`src/design/swf_pkg.sv`:
```
// Shared types, codes and defaults for the stroke-width map block.
package swf_pkg;

  localparam int IMG_DIM_DEF   = 256;
  localparam int MAX_LEN_DEF   = 128;
  localparam int FRAC_BITS_DEF = 4;

  localparam int COORD_W = 8;
  localparam int WIDTH_W = 12;
  localparam int CFG_W   = 9;

  localparam logic [1:0] FUNC_FILL  = 2'd0;
  localparam logic [1:0] FUNC_LIMIT = 2'd1;
  localparam logic [1:0] FUNC_READ  = 2'd2;
  localparam logic [1:0] FUNC_BAD   = 2'd3;

  localparam logic [1:0] ST_OK    = 2'd0;
  localparam logic [1:0] ST_RANGE = 2'd1;
  localparam logic [1:0] ST_FUNC  = 2'd2;

  localparam logic [1:0] REG_EXCL = 2'd0;
  localparam logic [1:0] REG_COLS = 2'd1;
  localparam logic [1:0] REG_ROWS = 2'd2;

  typedef enum logic [4:0] {
    S_CLEAR, S_IDLE, S_CHECK, S_SQ0, S_SQW, S_RDA, S_RDB,
    S_FA, S_FB, S_CA, S_CB, S_SEL0, S_SRUN, S_STAIL, S_SBIT,
    S_MA, S_MB, S_DONE
  } state_t;

  typedef enum logic [2:0] {
    RES_HOLD, RES_ERR, RES_READ, RES_FILL, RES_MED, RES_EMPTY
  } res_t;

  typedef struct packed {
    logic clr_en;
    logic load;
    logic walk_init;
    logic sq_start;
    logic map_rd;
    logic fill_wr;
    logic coll;
    logic clamp_wr;
    logic sel_init;
    logic buf_rd;
    logic sel_bit;
    res_t res;
  } cmd_t;

  typedef struct packed {
    logic       clr_last;
    logic [1:0] chk;
    logic [1:0] func;
    logic       walk_last;
    logic       sq_done;
    logic       cnt_zero;
    logic       sel_last;
    logic       bit_last;
  } sts_t;

endpackage

```
`src/design/swf_ctrl.sv`:
```
// Controller: sequences clear, check, pixel read, length, walks and median select.
module swf_ctrl (
  input  logic           clk,
  input  logic           rst,
  input  logic           start,
  input  swf_pkg::sts_t  sts,
  output swf_pkg::cmd_t  cmd,
  output logic           busy,
  output logic           done
);
  swf_pkg::state_t state, state_next;

  always_ff @(posedge clk) begin
    if (rst) state <= swf_pkg::S_CLEAR;
    else     state <= state_next;
  end

  assign busy = (state != swf_pkg::S_IDLE);
  assign done = (state == swf_pkg::S_DONE);

  always_comb begin
    state_next = state;
    cmd        = '0;
    case (state)
      swf_pkg::S_CLEAR: begin
        cmd.clr_en = 1'b1;
        if (sts.clr_last) state_next = swf_pkg::S_IDLE;
      end
      swf_pkg::S_IDLE: begin
        if (start) begin
          cmd.load   = 1'b1;
          state_next = swf_pkg::S_CHECK;
        end
      end
      swf_pkg::S_CHECK: begin
        cmd.walk_init = 1'b1;
        if (sts.chk != swf_pkg::ST_OK) begin
          cmd.res    = swf_pkg::RES_ERR;
          state_next = swf_pkg::S_DONE;
        end else begin
          case (sts.func)
            swf_pkg::FUNC_READ:  state_next = swf_pkg::S_RDA;
            swf_pkg::FUNC_FILL:  state_next = swf_pkg::S_SQ0;
            swf_pkg::FUNC_LIMIT: state_next = swf_pkg::S_CA;
            default: begin
              cmd.res    = swf_pkg::RES_ERR;
              state_next = swf_pkg::S_DONE;
            end
          endcase
        end
      end
      swf_pkg::S_RDA: begin
        cmd.map_rd = 1'b1;
        state_next = swf_pkg::S_RDB;
      end
      swf_pkg::S_RDB: begin
        cmd.res    = swf_pkg::RES_READ;
        state_next = swf_pkg::S_DONE;
      end
      swf_pkg::S_SQ0: begin
        cmd.sq_start = 1'b1;
        state_next   = swf_pkg::S_SQW;
      end
      swf_pkg::S_SQW: begin
        if (sts.sq_done) state_next = swf_pkg::S_FA;
      end
      swf_pkg::S_FA: begin
        cmd.map_rd = 1'b1;
        state_next = swf_pkg::S_FB;
      end
      swf_pkg::S_FB: begin
        cmd.fill_wr = 1'b1;
        if (sts.walk_last) begin
          cmd.res    = swf_pkg::RES_FILL;
          state_next = swf_pkg::S_DONE;
        end else begin
          state_next = swf_pkg::S_FA;
        end
      end
      swf_pkg::S_CA: begin
        cmd.map_rd = 1'b1;
        state_next = swf_pkg::S_CB;
      end
      swf_pkg::S_CB: begin
        cmd.coll   = 1'b1;
        state_next = sts.walk_last ? swf_pkg::S_SEL0 : swf_pkg::S_CA;
      end
      swf_pkg::S_SEL0: begin
        if (sts.cnt_zero) begin
          cmd.res    = swf_pkg::RES_EMPTY;
          state_next = swf_pkg::S_DONE;
        end else begin
          cmd.sel_init = 1'b1;
          state_next   = swf_pkg::S_SRUN;
        end
      end
      swf_pkg::S_SRUN: begin
        cmd.buf_rd = 1'b1;
        if (sts.sel_last) state_next = swf_pkg::S_STAIL;
      end
      swf_pkg::S_STAIL: begin
        state_next = swf_pkg::S_SBIT;
      end
      swf_pkg::S_SBIT: begin
        cmd.sel_bit = 1'b1;
        if (sts.bit_last) begin
          cmd.walk_init = 1'b1;
          state_next    = swf_pkg::S_MA;
        end else begin
          state_next = swf_pkg::S_SRUN;
        end
      end
      swf_pkg::S_MA: begin
        cmd.map_rd = 1'b1;
        state_next = swf_pkg::S_MB;
      end
      swf_pkg::S_MB: begin
        cmd.clamp_wr = 1'b1;
        if (sts.walk_last) begin
          cmd.res    = swf_pkg::RES_MED;
          state_next = swf_pkg::S_DONE;
        end else begin
          state_next = swf_pkg::S_MA;
        end
      end
      swf_pkg::S_DONE: begin
        state_next = swf_pkg::S_IDLE;
      end
      default: state_next = swf_pkg::S_IDLE;
    endcase
  end
endmodule

```
`config.mk`:
```
export PLATFORM = sky130hd
export DESIGN_NAME = swf_ctrl
export DESIGN_NICKNAME = d
export VERILOG_FILES = /design/src/design/swf_pkg.sv /design/src/design/swf_ctrl.sv
export SDC_FILE = /design/constraint.sdc
export NUM_CORES = 1
export LEC_CHECK = 0
export ABC_AREA = 1
export CORE_UTILIZATION = 40
export CTS_CLUSTER_SIZE = 8
export DETAILED_ROUTE_END_ITERATION = 6
export DONT_BUFFER_PORTS = 1
export GPL_TIMING_DRIVEN = 0
export SETUP_SLACK_MARGIN = 0.2
export SKIP_LAST_GASP = 1
export SYNTH_ARGS = -nofsm -noshare
export SYNTH_HDL_FRONTEND = slang
export SYNTH_SLANG_ARGS = --single-unit
export TNS_END_PERCENT = 10
```
`constraint.sdc`:
```
create_clock -name clk -period 1.9 [get_ports clk]
set_clock_uncertainty 0.05 [all_clocks]
set_input_delay 0.475 -clock clk [delete_from_list [all_inputs] [get_ports clk]]
set_output_delay 0.475 -clock clk [all_outputs]
set_load 0.02 [all_outputs]
```
==> flow_summary.toml, run 1 <==
[job]
drv_cap = 0

[sta]
fin_crit_ns = 1.918
rsz0062_at_grt = "true"
fin_ws_ns = -0.01808
max_slew_margin = 0.5846
setup_tns_ns = -0.04751
drv_slew = 0
finalSetupViolCount = 4
max_freq_mhz = 521.4
final-hold-violation-count = 0
fin_crit_sh = 1.010
worst_pin_slew_ns = 0.6183

[worst_setup_path]
r2r_slack_ns = 0.29
crit_type = "register to output pin"
reg2reg_depth = 8
crit_required_ns = 1.37
cp_data_arrival_time_ns = 1.39
rr_startpoint = "state[1]$_SDFFE_PP0P_"
critPathLaunchType = "register"
path_max_fanout = 9
critPathCaptureType = "output pin"
r2r_end = "state[1]$_SDFFE_PP0P_"

[global_route]
grt_pass1_vias = 782
grt.total_usage = 0.2263
antenna_found_initial = 0
grt_max_degree = 10
grt_first_pass_wirelength_um = 3118
overflow = 0

[synth]
synth_cell_types = 15
yosysWarnings = 0
synthesis.area_um2 = 654.4
syn_avg_cell_area_um2 = 4.920
yosysSeqAreaShare = 0.1530
ys_ff_latch = 5
netlist_instances = 133
synth_nets = 146

[finish]
drive_gt1_frac = 0.2345
reg_top3 = "state x5"
largest_reg_flops = 5
fin_nets = 159
fillers = 173
layout.area.seq_um2 = 107.6
multi_input_area_um2 = 503.0
finish.utilization = 0.5550
areaGrowthSynthToFinish_pct = 29.25
top_register = "state"
diodes = 0

[power_and_ir_drop]
power_mw = 0.9204
p_per_area_nw_per_um2 = 1088
ir_worst_vdd_uv = 603.3
p_leak_nw = 0.4685

[placed_design]
port_buffers = 0
dp_hpwl_um = 1441
pre_cts_ws_ns = -0.03946
place_congestion = 0.8967

[clock_network]
clockRootBuffer = "clkbuf_4"
cts_tree = "built"
clk_latency_ns = 0.24
cts.sinks = 5
cts.path.max_buffers = 2
numCtsBuffers = 3
htree_levels = 1
clk_pin_slew_worst_paths_ns = 0.04

[drt]
ant_nets = 0
viasPerCell = 5.422
firstDrtPassIters = 4
wire_per_inst_um = 12.09
vias = 873
wl_um = 1947
drtIter0Drc = 40
remaining_drc_errors = 0

[status]
status = "complete, but fails checks"
violations = "negative setup slack"

[die]
die-width_um = 42.45
die_h_um = 42.45
coreArea_um2 = 1524
fp-row-count = 14
dieArea_um2 = 1802
initial_core_util = 0.4294
ios = 29

[min_path]
min_to = "state[4]$_SDFFE_PP0P_"
holdCritStartpoint = "rst"
min_path_cells = 1
hold_class = "input pin to register"
-- how the worst max path moves through the flow --
stage / start / end / slack [ns] / depth (start not counted)
6_report: state[3]$_SDFFE_PP0P_ / cmd[0] / -0.02 / 7
2_1_floorplan: state[3]$_SDFFE_PP0P_ / cmd[0] / 0.16 / 7
3_3_place_gp: state[4]$_SDFFE_PP0P_ / cmd[0] / -0.04 / 7
3_5_place_dp: state[4]$_SDFFE_PP0P_ / cmd[0] / -0.04 / 7
5_1_grt: state[3]$_SDFFE_PP0P_ / cmd[0] / -0.13 / 7
4_1_cts: state[4]$_SDFFE_PP0P_ / cmd[0] / -0.05 / 7
-- timing repair --
action	4_1_cts	5_1_grt
buffers inserted	5	3
setup endpoints to repair	17	18
gates resized for setup	22	7
pin swaps	4	4
hold buffers	0	0
-- cell usage in the layout, fill, tap and decap left out, types with 2 or more instances in the layout --
cell type,instances
inv_1,22
o21ai_0,2
inv_2,2
nand3b_1,2
nor2_2,2
nor2_4,5
nand4_1,4
nand3_1,12
clkbuf_4,3
nand2_2,2
nor2_1,25
dfxtp_2,3
a21oi_1,3
nor3_1,5
buf_6,3
buf_4,7
nand2_1,32
inv_4,2
-- per-stage QoR --
stage	hold WS (ns)	instance area (µm²)	std cells
global placement	0.4986	674.4	149
CTS	0.2305	807.0	158
floorplan	0.4941	654.4	133
global route	0.2177	845.8	161
detailed placement	0.4979	674.4	149
finish	0.2384	845.8	161
-- layout make-up --
cell class / instances / share of cell area
Multi-Input combinational cell: 100 / 0.5947
Buffer: 2 / 0.02663
Inverter: 26 / 0.1213
Timing Repair Buffer: 8 / 0.07544
Clock buffer: 4 / 0.03107
Tap cell: 16 / 0.02367
Sequential cell: 5 / 0.1272
-- report_power, final --
part	internal [mW]	total, mW	switching (mW)
Clock	0.0794	0.123	0.0436
Sequential	0.138	0.188	0.0500
Combinational	0.207	0.610	0.403
-- cell usage after synthesis --
library cell  number  area share
nand2_1           34        0.20
nor2_1            29        0.17
inv_1             26        0.15
nand3_1           14        0.11
dfxtp_1            5        0.15
nor3_1             5       0.038
a21oi_1            4       0.031
nand4_1            4       0.038
nor2_2             3       0.029
o21ai_0            3       0.023
nand3b_1           2       0.023
buf_4              1       0.011
buf_6              1       0.017
o211ai_1           1       0.011
o21ai_1            1      0.0076
-- cell families (layout without fill, tap and decap cells) --
| group | Yosys count | count (layout) | share of synthesized area |
|---|---|---|---|
| DFF | 5 | 5 | 0.1530 |
| AOI/OAI and AO/OA | 9 | 9 | 0.07265 |
| and+or+nand+nor | 91 | 91 | 0.5965 |
| buffers and inverters | 28 | 40 | 0.1778 |
-- worst max-delay path, cell delays in order, from the launching register on --
cell      delay [ns]
dfxtp_1         0.30
buf_6           0.14
nor2_4          0.12
inv_4           0.07
nor2_4          0.12
inv_2           0.05
a21oi_2         0.11
nand3b_1        0.24
-- metal layers --
| layer | global-route usage | vias up | part of all wire |
|---|---|---|---|
| li1 | - | 438 | - |
| met4 | 0.06875 | 0 | 0.0082 |
| met2 | 0.3631 | 38 | 0.49 |
| met1 | 0.2708 | 395 | 0.44 |
| met3 | 0.09914 | 2 | 0.065 |
| met5 | 0 | - | 0 |
Note: power is estimated with default switching activity, not from simulation.
==> inputs of run 2 (changes only) <==
--- a/config.mk
+++ b/config.mk
@@ -5,13 +5,11 @@
 export SDC_FILE = /design/constraint.sdc
 export NUM_CORES = 1
 export LEC_CHECK = 0
-export ABC_AREA = 1
 export CORE_UTILIZATION = 40
 export CTS_CLUSTER_SIZE = 8
 export DETAILED_ROUTE_END_ITERATION = 6
 export DONT_BUFFER_PORTS = 1
 export GPL_TIMING_DRIVEN = 0
-export SETUP_SLACK_MARGIN = 0.2
 export SKIP_LAST_GASP = 1
 export SYNTH_ARGS = -nofsm -noshare
 export SYNTH_HDL_FRONTEND = slang
==> flow_summary.toml, run 2 <==
[clock_network]
htree_levels = 1
clk_latency_ns = 0.23
postCtsHoldBufs = 0
cts.path.max_buffers = 2
postCtsSetupBuffers = 0
numCtsBuffers = 3
clockRootBuffer = "clkbuf_4"
clk_pin_slew_worst_paths_ns = 0.04
cts.sinks = 5
cts_tree = "built"

[die]
die_h_um = 43.14
die-width_um = 43.14
initial_core_util = 0.4391
dieArea_um2 = 1861
coreArea_um2 = 1541
fp-row-count = 14
ios = 29

[worst_setup_path]
slowest_delay_ns = 0.46
crit_required_ns = 1.37
crit_type = "register to output pin"
crit_buf_inv = 2
path_max_fanout = 10
crit_top_cell = "clkbuf_4"
path_cells = "clkbuf_4, clkbuf_4, a31oi_1, o21ai_4"
r2r_slack_ns = 0.02
critPathCaptureType = "output pin"
critPathLaunchType = "register"
path_delay_family = "buffers and inverters"
critical_path.slowest_cell = "dfxtp_1"
cp_data_arrival_time_ns = 1.58

[finish]
diodes = 0
finish.utilization = 0.5511
areaGrowthSynthToFinish_pct = 25.51
fin_nets = 118
layout_commonest_cell = "nor2_1"
top_register = "state"
final_cells = 120
drive_gt1_frac = 0.3269
final_cell_mix = "nor2_1, clkbuf_4, nand2_1, nor3_4"
reg_top3 = "state x5"
largest_reg_flops = 5
finalInstanceArea_um2 = 849.6

[drt]
vias = 785
wl_um = 2072
remaining_drc_errors = 0
viasPerCell = 6.542
wire_per_inst_um = 17.27
ant_nets = 0
drtIter0Drc = 23
firstDrtPassIters = 4

[sta]
max_freq_mhz = 474.7
fin_crit_sh = 1.109
fin_ws_ns = -0.2065
worst_pin_slew_ns = 0.6139
worst_hold_slack_ns = 0.2647
drv_slew = 0
finalSetupViolCount = 15
final-hold-violation-count = 0
max_slew_margin = 0.5876
rsz0062_at_grt = "true"
fin_crit_ns = 2.107

[synth]
yosysWarnings = 0
ys_ff_latch = 5
netlist_instances = 100
synth.area.top_cells = "dfxtp_1, nor2_1, nor3_1"
synth_commonest_cells = "nor2_1, clkbuf_1, nor3_1, nand2_1, dfxtp_1"
synth_nets = 113
yosysSeqAreaShare = 0.1479
yosysMostFrequentCell = "nor2_1"
synth_top_area_share = 0.1479
synth_top_cell_by_area = "dfxtp_1"
ys.flop_type = "dfxtp_1"
syn_avg_cell_area_um2 = 6.769
async_reset_ff_frac = 0
synthesis.area_um2 = 676.9
synth_edf_count = 0
synth_cell_types = 41

[placed_design]
port_buffers = 0
place_inst = 116
placed_area_um2 = 701.9
place_congestion = 0.8302
dp_hpwl_um = 1521

[power_and_ir_drop]
ir_worst_vdd_uv = 304.2
p_leak_nw = 0.2928
p_per_area_nw_per_um2 = 385.0
power_mw = 0.3271

[global_route]
antenna_found_initial = 0
grt_max_degree = 11
overflow = 0
grt_first_pass_wirelength_um = 3339
grt_pass1_vias = 756
grt.total_usage = 0.2374

[job]
drv_cap = 0

[min_path]
hold_class = "input pin to register"

[status]
violations = "negative setup slack"
status = "complete, but fails checks"
-- run 2: cell families after synthesis --
kind of cell / Yosys count / synth area share
muxes: 2 / 0.02958
buffers and inverters: 12 / 0.06654
DFF: 5 / 0.1479
AOI/OAI and AO/OA: 26 / 0.2865
and+or+nand+nor: 55 / 0.4695
-- run 2: final timing paths --
check,from,endpoint,depth (start not counted)
max,state[1]$_SDFFE_PP0P_,cmd[0],4
min,rst,state[4]$_SDFFE_PP0P_,1
min reg2reg,state[1]$_SDFFE_PP0P_,state[1]$_SDFFE_PP0P_,2
max reg2reg,state[1]$_SDFFE_PP0P_,state[1]$_SDFFE_PP0P_,4
-- run 2: where the power goes --
group / internal [mW] / leakage [nW] / switching, mW
Clock: 0.0790 / 0.0150 / 0.0378
Combinational: 0.0344 / 0.236 / 0.0637
Sequential: 0.109 / 0.0416 / 0.00291
-- run 2: repair_timing --
item / 4_1_cts / 5_1_grt
gates resized for setup: 32 / 6
hold endpoints to repair: 0 / 0
pin swaps: 0 / 0
setup endpoints to repair: 16 / 18
-- run 2: area by class of cell --
cell class              instances  area (µm²)
flip-flops and latches          5       102.6
inverters                       4       17.52
plain buffers                   8       55.05
clock buffers                   4       26.28
multi-input cells              83       628.1
fillers                       167       691.9
well taps                      16       20.02
-- run 2: stage by stage --
stage	setup slack [ns]	setup TNS [ns]
after detailed placement	-0.4099	-3.123
after global placement	-0.3837	-3.123
after CTS	-0.1990	-1.840
final	-0.2065	-1.752
after global routing	-0.2599	-2.879
after floorplan	-0.09123	-0.2494
-- run 2: layer usage --
layer	up-vias	track usage	wire length (µm)
li1	383	-	-
met1	357	0.3162	878
met2	43	0.3821	1017
met3	2	0.02553	167
met4	0	0.1030	9
met5	-	0	0
